**src/rtl/core/bps_pkg.sv**
```systemverilog
package bps_pkg;

    // Default build values
    localparam int DEF_STEAM_PUMP_PCT = 30;
    localparam int DEF_TIME_BITS      = 32;

    // Configuration register indexes
    localparam int CFG_ADDR_BITS = 3;
    localparam int CFG_DATA_BITS = 32;

    localparam logic [CFG_ADDR_BITS-1:0] CFG_BOILER_SP   = 3'd0;
    localparam logic [CFG_ADDR_BITS-1:0] CFG_STEAM_SP    = 3'd1;
    localparam logic [CFG_ADDR_BITS-1:0] CFG_BREW_PRESS  = 3'd2;
    localparam logic [CFG_ADDR_BITS-1:0] CFG_BLOOM_FILL  = 3'd3;
    localparam logic [CFG_ADDR_BITS-1:0] CFG_BLOOM_WAIT  = 3'd4;
    localparam logic [CFG_ADDR_BITS-1:0] CFG_BLOOM_PRESS = 3'd5;
    localparam logic [CFG_ADDR_BITS-1:0] CFG_BREW_TIME   = 3'd6;
    localparam logic [CFG_ADDR_BITS-1:0] CFG_STEAM_MAX   = 3'd7;

    // Configuration reset values
    localparam logic [10:0] RST_BOILER_SP   = 11'd930;
    localparam logic [10:0] RST_STEAM_SP    = 11'd1400;
    localparam logic [7:0]  RST_BREW_PRESS  = 8'd90;
    localparam logic [7:0]  RST_STEAM_MAX   = 8'd20;

    // Fixed clean pressure, 9.0 bar
    localparam logic [7:0] CLEAN_PRESSURE = 8'd90;

    // Phase codes
    localparam logic [1:0] PH_OFF  = 2'd0;
    localparam logic [1:0] PH_FILL = 2'd1;
    localparam logic [1:0] PH_WAIT = 2'd2;
    localparam logic [1:0] PH_BREW = 2'd3;

    // Mode codes
    localparam logic [1:0] MODE_OFF   = 2'd0;
    localparam logic [1:0] MODE_BREW  = 2'd1;
    localparam logic [1:0] MODE_CLEAN = 2'd2;
    localparam logic [1:0] MODE_STEAM = 2'd3;

    // Request payload
    typedef struct packed {
        logic [31:0] now_ms;
        logic        changed;
        logic        want_brew;
        logic        want_clean;
        logic        want_bloom;
        logic        want_auto;
        logic        steaming;
        logic        boiler_on;
    } in_t;

    // Result payload
    typedef struct packed {
        logic        valid_res;
        logic [1:0]  mode;
        logic [10:0] temp_set;
        logic [7:0]  press_set;
        logic [6:0]  pump_pct;
        logic        clear_bloom;
        logic        clear_auto;
        logic [1:0]  phase;
        logic [31:0] action_start_ms;
        logic [31:0] action_stop_ms;
        logic [31:0] last_shot_ms;
    } out_t;

    // Configuration register file contents
    typedef struct packed {
        logic [10:0] boiler_setpoint;
        logic [10:0] steam_setpoint;
        logic [7:0]  brew_pressure;
        logic [31:0] bloom_fill_ms;
        logic [31:0] bloom_wait_ms;
        logic [7:0]  bloom_pressure;
        logic [31:0] brew_time_ms;
        logic [7:0]  steam_press_cap;
    } cfg_t;

endpackage

```
**src/rtl/core/brew_phase_sequencer_unit.sv**
```systemverilog
// Channel   | Signals                            | Direction | Notes
// ----------+------------------------------------+-----------+-----------------------------
// item      | item_valid, item_ready, item       | in        | one request per command/tick
// result    | result_valid, result_ready, result | out       | exactly one result per request
// config    | cfg_we, cfg_addr, cfg_wdata        | in        | write only
//
// One request per cycle sustained while the result side accepts. An accepted request
// sits in the input register, is decoded combinationally and lands in the result
// register once that register can take a new value; its result is offered from there.
// rst_n clears the phase state, time stamps and both pipeline valid bits; the
// configuration registers return to their default set points.
// A stalled result holds the result register and the request behind it; the
// input side frees as soon as the result register can take a new value.
module brew_phase_sequencer_unit #(
    parameter int STEAM_PUMP_PCT = bps_pkg::DEF_STEAM_PUMP_PCT,
    parameter int TIME_BITS      = bps_pkg::DEF_TIME_BITS
) (
    input  logic                               clk,
    input  logic                               rst_n,
    input  logic                               item_valid,
    output logic                               item_ready,
    input  bps_pkg::in_t                       item,
    output logic                               result_valid,
    input  logic                               result_ready,
    output bps_pkg::out_t                      result,
    input  logic                               cfg_we,
    input  logic [bps_pkg::CFG_ADDR_BITS-1:0]  cfg_addr,
    input  logic [bps_pkg::CFG_DATA_BITS-1:0]  cfg_wdata
);
    import bps_pkg::*;

    logic  in_valid_reg;
    in_t   in_data_reg;
    logic  out_valid_reg;
    out_t  out_data_reg;
    cfg_t  cfg_reg;
    out_t  step_res;
    logic  advance;

    // Pipeline handshake
    assign advance      = in_valid_reg && (!out_valid_reg || result_ready);
    assign item_ready   = !in_valid_reg || advance;
    assign result_valid = out_valid_reg;
    assign result       = out_data_reg;

    // Input register
    always_ff @(posedge clk or negedge rst_n)
    begin
        if (!rst_n)
        begin
            in_valid_reg <= 1'b0;
        end
        else if (item_ready)
        begin
            in_valid_reg <= item_valid;
        end
    end

    always_ff @(posedge clk)
    begin
        if (item_valid && item_ready)
        begin
            in_data_reg <= item;
        end
    end

    // Result register
    always_ff @(posedge clk or negedge rst_n)
    begin
        if (!rst_n)
        begin
            out_valid_reg <= 1'b0;
        end
        else if (advance)
        begin
            out_valid_reg <= 1'b1;
        end
        else if (result_ready)
        begin
            out_valid_reg <= 1'b0;
        end
    end

    always_ff @(posedge clk)
    begin
        if (advance)
        begin
            out_data_reg <= step_res;
        end
    end

    // Configuration registers
    always_ff @(posedge clk or negedge rst_n)
    begin
        if (!rst_n)
        begin
            cfg_reg.boiler_setpoint <= RST_BOILER_SP;
            cfg_reg.steam_setpoint  <= RST_STEAM_SP;
            cfg_reg.brew_pressure   <= RST_BREW_PRESS;
            cfg_reg.bloom_fill_ms   <= '0;
            cfg_reg.bloom_wait_ms   <= '0;
            cfg_reg.bloom_pressure  <= '0;
            cfg_reg.brew_time_ms    <= '0;
            cfg_reg.steam_press_cap <= RST_STEAM_MAX;
        end
        else if (cfg_we)
        begin
            case (cfg_addr)
                CFG_BOILER_SP:   cfg_reg.boiler_setpoint <= cfg_wdata[10:0];
                CFG_STEAM_SP:    cfg_reg.steam_setpoint  <= cfg_wdata[10:0];
                CFG_BREW_PRESS:  cfg_reg.brew_pressure   <= cfg_wdata[7:0];
                CFG_BLOOM_FILL:  cfg_reg.bloom_fill_ms   <= cfg_wdata;
                CFG_BLOOM_WAIT:  cfg_reg.bloom_wait_ms   <= cfg_wdata;
                CFG_BLOOM_PRESS: cfg_reg.bloom_pressure  <= cfg_wdata[7:0];
                CFG_BREW_TIME:   cfg_reg.brew_time_ms    <= cfg_wdata;
                CFG_STEAM_MAX:   cfg_reg.steam_press_cap <= cfg_wdata[7:0];
                default:         cfg_reg                 <= cfg_reg;
            endcase
        end
    end

    // Sequencer core
    bps_step #(
        .STEAM_PUMP_PCT (STEAM_PUMP_PCT),
        .TIME_BITS      (TIME_BITS)
    ) u_step (
        .clk     (clk),
        .rst_n   (rst_n),
        .advance (advance),
        .item    (in_data_reg),
        .cfg     (cfg_reg),
        .result  (step_res)
    );

endmodule

```
**src/rtl/core/bps_step.sv**
```systemverilog
module bps_step #(
    parameter int STEAM_PUMP_PCT = bps_pkg::DEF_STEAM_PUMP_PCT,
    parameter int TIME_BITS      = bps_pkg::DEF_TIME_BITS
) (
    input  logic          clk,
    input  logic          rst_n,
    input  logic          advance,
    input  bps_pkg::in_t  item,
    input  bps_pkg::cfg_t cfg,
    output bps_pkg::out_t result
);
    import bps_pkg::*;

    localparam int TW = TIME_BITS;
    localparam int CW = (TIME_BITS > 32) ? TIME_BITS : 32;
    localparam logic [6:0] PUMP_PCT = 7'(STEAM_PUMP_PCT);

    // Sequencer state
    logic [1:0]    phase_reg, phase_next;
    logic          brew_running_reg, brew_running_next;
    logic [TW-1:0] brew_started_reg, brew_started_next;
    logic [TW-1:0] phase_started_reg, phase_started_next;
    logic [TW-1:0] action_started_reg, action_started_next;
    logic [TW-1:0] action_stopped_reg, action_stopped_next;
    logic [TW-1:0] last_shot_reg, last_shot_next;

    logic [TW-1:0] now_w;
    logic [TW-1:0] elapsed;
    logic [CW-1:0] elapsed_x, fill_x, wait_x, brew_x;
    logic [31:0]   start_out, stop_out, shot_out;
    logic [10:0]   temp_w;
    logic          bloom_ok;
    out_t          res;

    // Brew-type set point: pressure zero means off
    function automatic out_t sp_brew(input logic [10:0] t, input logic [7:0] p);
        out_t r;
        r           = '0;
        r.valid_res = 1'b1;
        r.mode      = (p != 8'd0) ? MODE_BREW : MODE_OFF;
        r.temp_set  = t;
        r.press_set = p;
        return r;
    endfunction

    assign elapsed = now_w - phase_started_reg;

    // Width adaptation between the 32-bit ports and the time state
    generate
        if (TW > 32)
        begin : g_wide
            assign now_w     = {{(TW-32){1'b0}}, item.now_ms};
            assign elapsed_x = elapsed;
            assign fill_x    = {{(CW-32){1'b0}}, cfg.bloom_fill_ms};
            assign wait_x    = {{(CW-32){1'b0}}, cfg.bloom_wait_ms};
            assign brew_x    = {{(CW-32){1'b0}}, cfg.brew_time_ms};
            assign start_out = action_started_next[31:0];
            assign stop_out  = action_stopped_next[31:0];
            assign shot_out  = last_shot_next[31:0];
        end
        else if (TW == 32)
        begin : g_same
            assign now_w     = item.now_ms;
            assign elapsed_x = elapsed;
            assign fill_x    = cfg.bloom_fill_ms;
            assign wait_x    = cfg.bloom_wait_ms;
            assign brew_x    = cfg.brew_time_ms;
            assign start_out = action_started_next;
            assign stop_out  = action_stopped_next;
            assign shot_out  = last_shot_next;
        end
        else
        begin : g_narrow
            assign now_w     = item.now_ms[TW-1:0];
            assign elapsed_x = {{(CW-TW){1'b0}}, elapsed};
            assign fill_x    = cfg.bloom_fill_ms;
            assign wait_x    = cfg.bloom_wait_ms;
            assign brew_x    = cfg.brew_time_ms;
            assign start_out = {{(32-TW){1'b0}}, action_started_next};
            assign stop_out  = {{(32-TW){1'b0}}, action_stopped_next};
            assign shot_out  = {{(32-TW){1'b0}}, last_shot_next};
        end
    endgenerate

    assign bloom_ok = (cfg.bloom_fill_ms != 32'd0) && (cfg.bloom_wait_ms != 32'd0)
                   && (cfg.bloom_pressure != 8'd0);

    assign temp_w = item.boiler_on ? cfg.boiler_setpoint
                  : (item.steaming ? cfg.steam_setpoint : 11'd0);

    // Command decode and phase timing
    always_comb
    begin
        phase_next          = phase_reg;
        brew_running_next   = brew_running_reg;
        brew_started_next   = brew_started_reg;
        phase_started_next  = phase_started_reg;
        action_started_next = action_started_reg;
        action_stopped_next = action_stopped_reg;
        last_shot_next      = last_shot_reg;
        res                 = '0;

        if (item.changed)
        begin
            if (item.want_brew)
            begin
                action_started_next = now_w;
                action_stopped_next = '0;
                phase_started_next  = now_w;
                brew_started_next   = now_w;
                brew_running_next   = 1'b1;
                res = sp_brew(temp_w, cfg.brew_pressure);
            end
            else if (item.want_clean)
            begin
                action_started_next = now_w;
                action_stopped_next = '0;
                phase_started_next  = now_w;
                res.valid_res = 1'b1;
                res.mode      = MODE_CLEAN;
                res.temp_set  = temp_w;
                res.press_set = CLEAN_PRESSURE;
            end
            else if (item.want_bloom)
            begin
                if (phase_reg == PH_OFF)
                begin
                    if (bloom_ok)
                    begin
                        phase_next          = PH_FILL;
                        action_started_next = now_w;
                        action_stopped_next = '0;
                        phase_started_next  = now_w;
                        res = sp_brew(temp_w, cfg.bloom_pressure);
                    end
                    else
                    begin
                        res.clear_bloom = 1'b1;
                    end
                end
            end
            else if (item.want_auto)
            begin
                if (phase_reg == PH_OFF)
                begin
                    if (cfg.brew_time_ms != 32'd0)
                    begin
                        action_started_next = now_w;
                        action_stopped_next = '0;
                        phase_started_next  = now_w;
                        if (bloom_ok)
                        begin
                            phase_next = PH_FILL;
                            res = sp_brew(temp_w, cfg.bloom_pressure);
                        end
                        else
                        begin
                            phase_next        = PH_BREW;
                            brew_started_next = now_w;
                            brew_running_next = 1'b1;
                            res = sp_brew(temp_w, cfg.brew_pressure);
                        end
                    end
                    else
                    begin
                        res.clear_auto = 1'b1;
                    end
                end
            end
            else if (item.steaming)
            begin
                if (action_started_reg != '0 && action_stopped_reg == '0)
                begin
                    action_stopped_next = now_w;
                end
                res.valid_res = 1'b1;
                res.mode      = MODE_STEAM;
                res.temp_set  = cfg.steam_setpoint;
                res.press_set = cfg.steam_press_cap;
                res.pump_pct  = PUMP_PCT;
            end
            else
            begin
                // stop: record shot, stamp stop, back to off
                if (brew_running_reg)
                begin
                    brew_running_next = 1'b0;
                    last_shot_next    = now_w - brew_started_reg;
                end
                if (action_started_reg != '0 && action_stopped_reg == '0)
                begin
                    action_stopped_next = now_w;
                end
                phase_next = PH_OFF;
                res = sp_brew(item.boiler_on ? cfg.boiler_setpoint : 11'd0, 8'd0);
            end
        end
        else
        begin
            case (phase_reg)
                PH_FILL:
                begin
                    if (elapsed_x > fill_x)
                    begin
                        phase_next         = PH_WAIT;
                        phase_started_next = now_w;
                        res = sp_brew(temp_w, 8'd0);
                    end
                end
                PH_WAIT:
                begin
                    if (elapsed_x > wait_x)
                    begin
                        if (item.want_bloom)
                        begin
                            phase_next          = PH_OFF;
                            action_stopped_next = now_w;
                            res.clear_bloom     = 1'b1;
                        end
                        else if (item.want_auto)
                        begin
                            phase_next         = PH_BREW;
                            phase_started_next = now_w;
                            brew_started_next  = now_w;
                            brew_running_next  = 1'b1;
                            res = sp_brew(temp_w, cfg.brew_pressure);
                        end
                    end
                end
                PH_BREW:
                begin
                    if (elapsed_x > brew_x)
                    begin
                        phase_next          = PH_OFF;
                        action_stopped_next = now_w;
                        res.clear_auto      = 1'b1;
                        if (brew_running_reg)
                        begin
                            brew_running_next = 1'b0;
                            last_shot_next    = now_w - brew_started_reg;
                        end
                        res = sp_brew(temp_w, 8'd0);
                        res.clear_auto = 1'b1;
                    end
                end
                default:
                begin
                    res = '0;
                end
            endcase
        end
    end

    // Status fields reflect state after this request
    always_comb
    begin
        result                 = res;
        result.phase           = phase_next;
        result.action_start_ms = start_out;
        result.action_stop_ms  = stop_out;
        result.last_shot_ms    = shot_out;
    end

    // State update on each processed request
    always_ff @(posedge clk or negedge rst_n)
    begin
        if (!rst_n)
        begin
            phase_reg          <= PH_OFF;
            brew_running_reg   <= 1'b0;
            brew_started_reg   <= '0;
            phase_started_reg  <= '0;
            action_started_reg <= '0;
            action_stopped_reg <= '0;
            last_shot_reg      <= '0;
        end
        else if (advance)
        begin
            phase_reg          <= phase_next;
            brew_running_reg   <= brew_running_next;
            brew_started_reg   <= brew_started_next;
            phase_started_reg  <= phase_started_next;
            action_started_reg <= action_started_next;
            action_stopped_reg <= action_stopped_next;
            last_shot_reg      <= last_shot_next;
        end
    end

endmodule

```
**config.mk**
```make
export PLATFORM = sky130hd
export DESIGN_NAME = brew_phase_sequencer_unit
export DESIGN_NICKNAME = d
export VERILOG_FILES = /design/src/rtl/core/bps_pkg.sv /design/src/rtl/core/brew_phase_sequencer_unit.sv /design/src/rtl/core/bps_step.sv
export SDC_FILE = /design/constraint.sdc
export NUM_CORES = 1
export LEC_CHECK = 0
export BUFFER_PORTS_ARGS = -buffer_cell sky130_fd_sc_hd__buf_2
export CAP_MARGIN = 20
export CORE_MARGIN = 2
export CORE_UTILIZATION = 40
export DETAILED_ROUTE_END_ITERATION = 10
export GPL_TIMING_DRIVEN = 1
export HOLD_SLACK_MARGIN = 0.06
export PLACE_DENSITY = 0.58
export SYNTH_ARGS = -nofsm -noshare
export SYNTH_HDL_FRONTEND = slang
export SYNTH_SLANG_ARGS = --single-unit
```
**constraint.sdc**
```tcl
create_clock -name clk -period 6.1 [get_ports clk]
set_input_delay 0.61 -clock clk [delete_from_list [all_inputs] [get_ports clk]]
set_output_delay 0.61 -clock clk [all_outputs]
set_load 0.03 [all_outputs]
```
==> impl_metrics.ini <==
[synth]
synth_warnings = 0
synth_enable_flop_cells = 162
synth_cells = 2272
synth_top_area_share = 0.286
avgSynthCellArea_um2 = 11.2
yosys-top-cells-count = dfrtp_1, mux2_2, nand2_1
synth_largest_area_cell = dfrtp_1
ys_seq_area_frac = 0.496
async_reset_ff_frac = 0.655
ys_ff_latch = 469
synth_area_mm2 = 0.0254
synth_cell_type_count = 87
synthTopCellsByArea = dfrtp_1, edfxtp_1, mux2_2, ha_1, nand2_1
yosys.cell_count.top_type = dfrtp_1
yosys_most_used_dff = dfrtp_1

[worst_setup_path]
path_buf_inv = 4
end_kind = register
crit_cells = 24
arrival_ps = 6240
cp_slowest_stage_delay_ps = 550
critical-path-slowest-cell = edfxtp_1
reg2regPathDepth = 24
r2r_slack_ps = 240
cp-start-kind = register
crit_chain = ha_1 > nor2b_1 > o31a_1 > or2_2 > a31o_2 > a21oi_1 > o21ai_0 > a21o_1 > a21oi_1 > xnor2_1 > ha_1 > nand4_1 > nor4_1 > buf_4 > a21boi_1 > o41a_1 > o211ai_2 > a21boi_4 > buf_12 > buf_4 > buf_4 > o211ai_1 > o21ai_0 > a21o_1
cp_common_cell = buf_4
crit_start = in_data_reg[8]
crit_family = compound AO/OA/AOI/OAI gates
worstPathMaxFanout = 10
required_ps = 6480
r2r-start = in_data_reg[8]
crit_type = register to register

[placement]
io_buffers = 206
dp_hpwl_um = 54300
gp_congestion = 0.915
dp_cells = 3316
post_dp_cell_area_mm2 = 0.0279

[route]
wirelength_um = 75000
drc = 0
detail_route.first_pass.iterations = 6
via_per_inst = 5.59
vias = 19123
ant_nets = 0
wl_per_cell_um = 21.9
drt-initial-drc-count = 1361

[grt]
antenna_found_initial = 1
grt_busiest_layer = met2
grt_pass1_vias = 19012
grt_pass1_wl_um = 116000
grt_use_met3 = 0.0276
grt-ovfl-total = 0
grt_usage = 0.227
grt_util_met1 = 0.325
grt_max_degree = 150
grt_util_met2 = 0.367

[clock_network]
cts.sink_count = 469
cts_made_buffers = 53
cts_root_buffer = clkbuf_16
clock_latency_ps = 620
cts_tree = done
path_clk_slew_ps = 60
clock_path_buffers = 3
htree_levels = 2

[timing]
setup_tns_ps = 0
fin_crit_sh = 0.960
fin_skew_ps = 27.2
period_needed_ps = 5860
finalHoldViolCount = 0
worst_slew_pin_slew_ps = 1120
maxSlewHeadroom = 0.252
fmax_mhz = 171
setup_viol_count_final = 0
drv_slew = 0
whs_ps = 166

[cells_and_area]
largest_reg_flops = 142
drive_gt1_frac = 0.264
nets = 2769
syn_to_final_growth_pct = 17.4
finalInstanceArea_mm2 = 0.0298
stdcell_count = 3422

[floorplanning]
initial_core_util = 0.404
die_w_um = 256
io_pins = 210
rows = 92
dieArea_mm2 = 0.0654
core_mm2 = 0.0629
die_h_um = 256

[min_path]
holdPathStages = 1
min-delay-start = item[20]
hold_class = input port to register

[pwr]
power.density_mw_per_mm2 = 522
max-vdd-ir-drop_mv = 0.255
p_leak_uw = 0.0135

[outcome]
status = completed

[job]
cap_viol_max_count = 0
-- area by class of cell --
class	instances	area, um2
multi-input cells	1522	11700
flip-flops and latches	469	12600
well taps	846	1060
clock buffers	71	1450
fillers	5854	33100
diodes	1	2.50
inverters	183	692
clock inverters	29	347
repair buffers	301	1890
-- kinds of logic (layout without fill, tap and decap cells) --
| family | after synthesis | count (layout) | share of synthesized area |
|---|---|---|---|
| fa+ha+maj | 160 | 160 | 0.0795 |
| mux | 257 | 257 | 0.115 |
| simple gates | 487 | 487 | 0.0914 |
| compound gates | 563 | 563 | 0.154 |
| other cells | 1 | 4 | 0.000148 |
| buf+inv | 283 | 584 | 0.0459 |
| flops | 469 | 469 | 0.496 |
| xor+xnor | 52 | 52 | 0.0180 |
-- through the flow --
step	setup slack [ps]	util	total power, uW
2_1_floorplan	690	-	9710
5_1_grt	-15.0	0.473	16600
3_5_place_dp	70.7	0.444	12200
4_1_cts	5.29	0.472	15600
3_3_place_gp	68.7	0.444	12000
6_report	243	0.474	15500
-- what timing repair did --
item,in CTS,in global routing
gates resized for setup,0,10
hold buffers,1,0
endpoints found under the setup margin,0,210
setup buffers,0,4
hold endpoints to repair,76,0
-- per-layer routing --
layer	vias up	routed length, um	part of all wire
li1	8881	-	-
met1	9563	34500	0.46
met2	577	34900	0.47
met3	102	3780	0.050
met4	0	1770	0.024
met5	-	0	0
-- report_power, final --
group	leakage (uW)	internal (uW)	switching [uW]
sequential	0.00535	4200	571
combinational	0.00725	3140	4340
clock	0.000875	1940	1360
total	0.0135	9280	6270
-- path summary, 6_finish.rpt --
path	endpoint
min in group asynchronous	cfg_reg[67]
worst min register to register	u_step.last_shot_reg[31]
worst min-delay path	in_data_reg[20]
max in group asynchronous	u_step.last_shot_reg[20]
worst max register to register	result[51]
worst max-delay path	result[51]
-- cell usage in the layout (no fill, tap or decap), drive strengths merged, types with 17 or more instances in the layout --
| cell | netlist | layout |
|---|---|---|
| nor4 | 51 | 51 |
| inv | 182 | 186 |
| a21oi | 90 | 90 |
| nand4 | 36 | 36 |
| nor3 | 26 | 26 |
| nand2 | 221 | 221 |
| a22oi | 48 | 48 |
| clkbuf | 64 | 71 |
| clkinv | 1 | 17 |
| a21o | 84 | 84 |
| buf | 36 | 300 |
| dfstp | 17 | 17 |
| dfrtp | 290 | 290 |
| edfxtp | 162 | 162 |
| nor2 | 60 | 60 |
| nand3 | 22 | 22 |
| mux2 | 254 | 254 |
| nand2b | 19 | 19 |
| o211ai | 44 | 44 |
| a22o | 43 | 43 |
| xnor2 | 38 | 38 |
| o21ai | 133 | 133 |
| ha | 158 | 158 |
No activity file was read; power rests on OpenSTA's default activity.
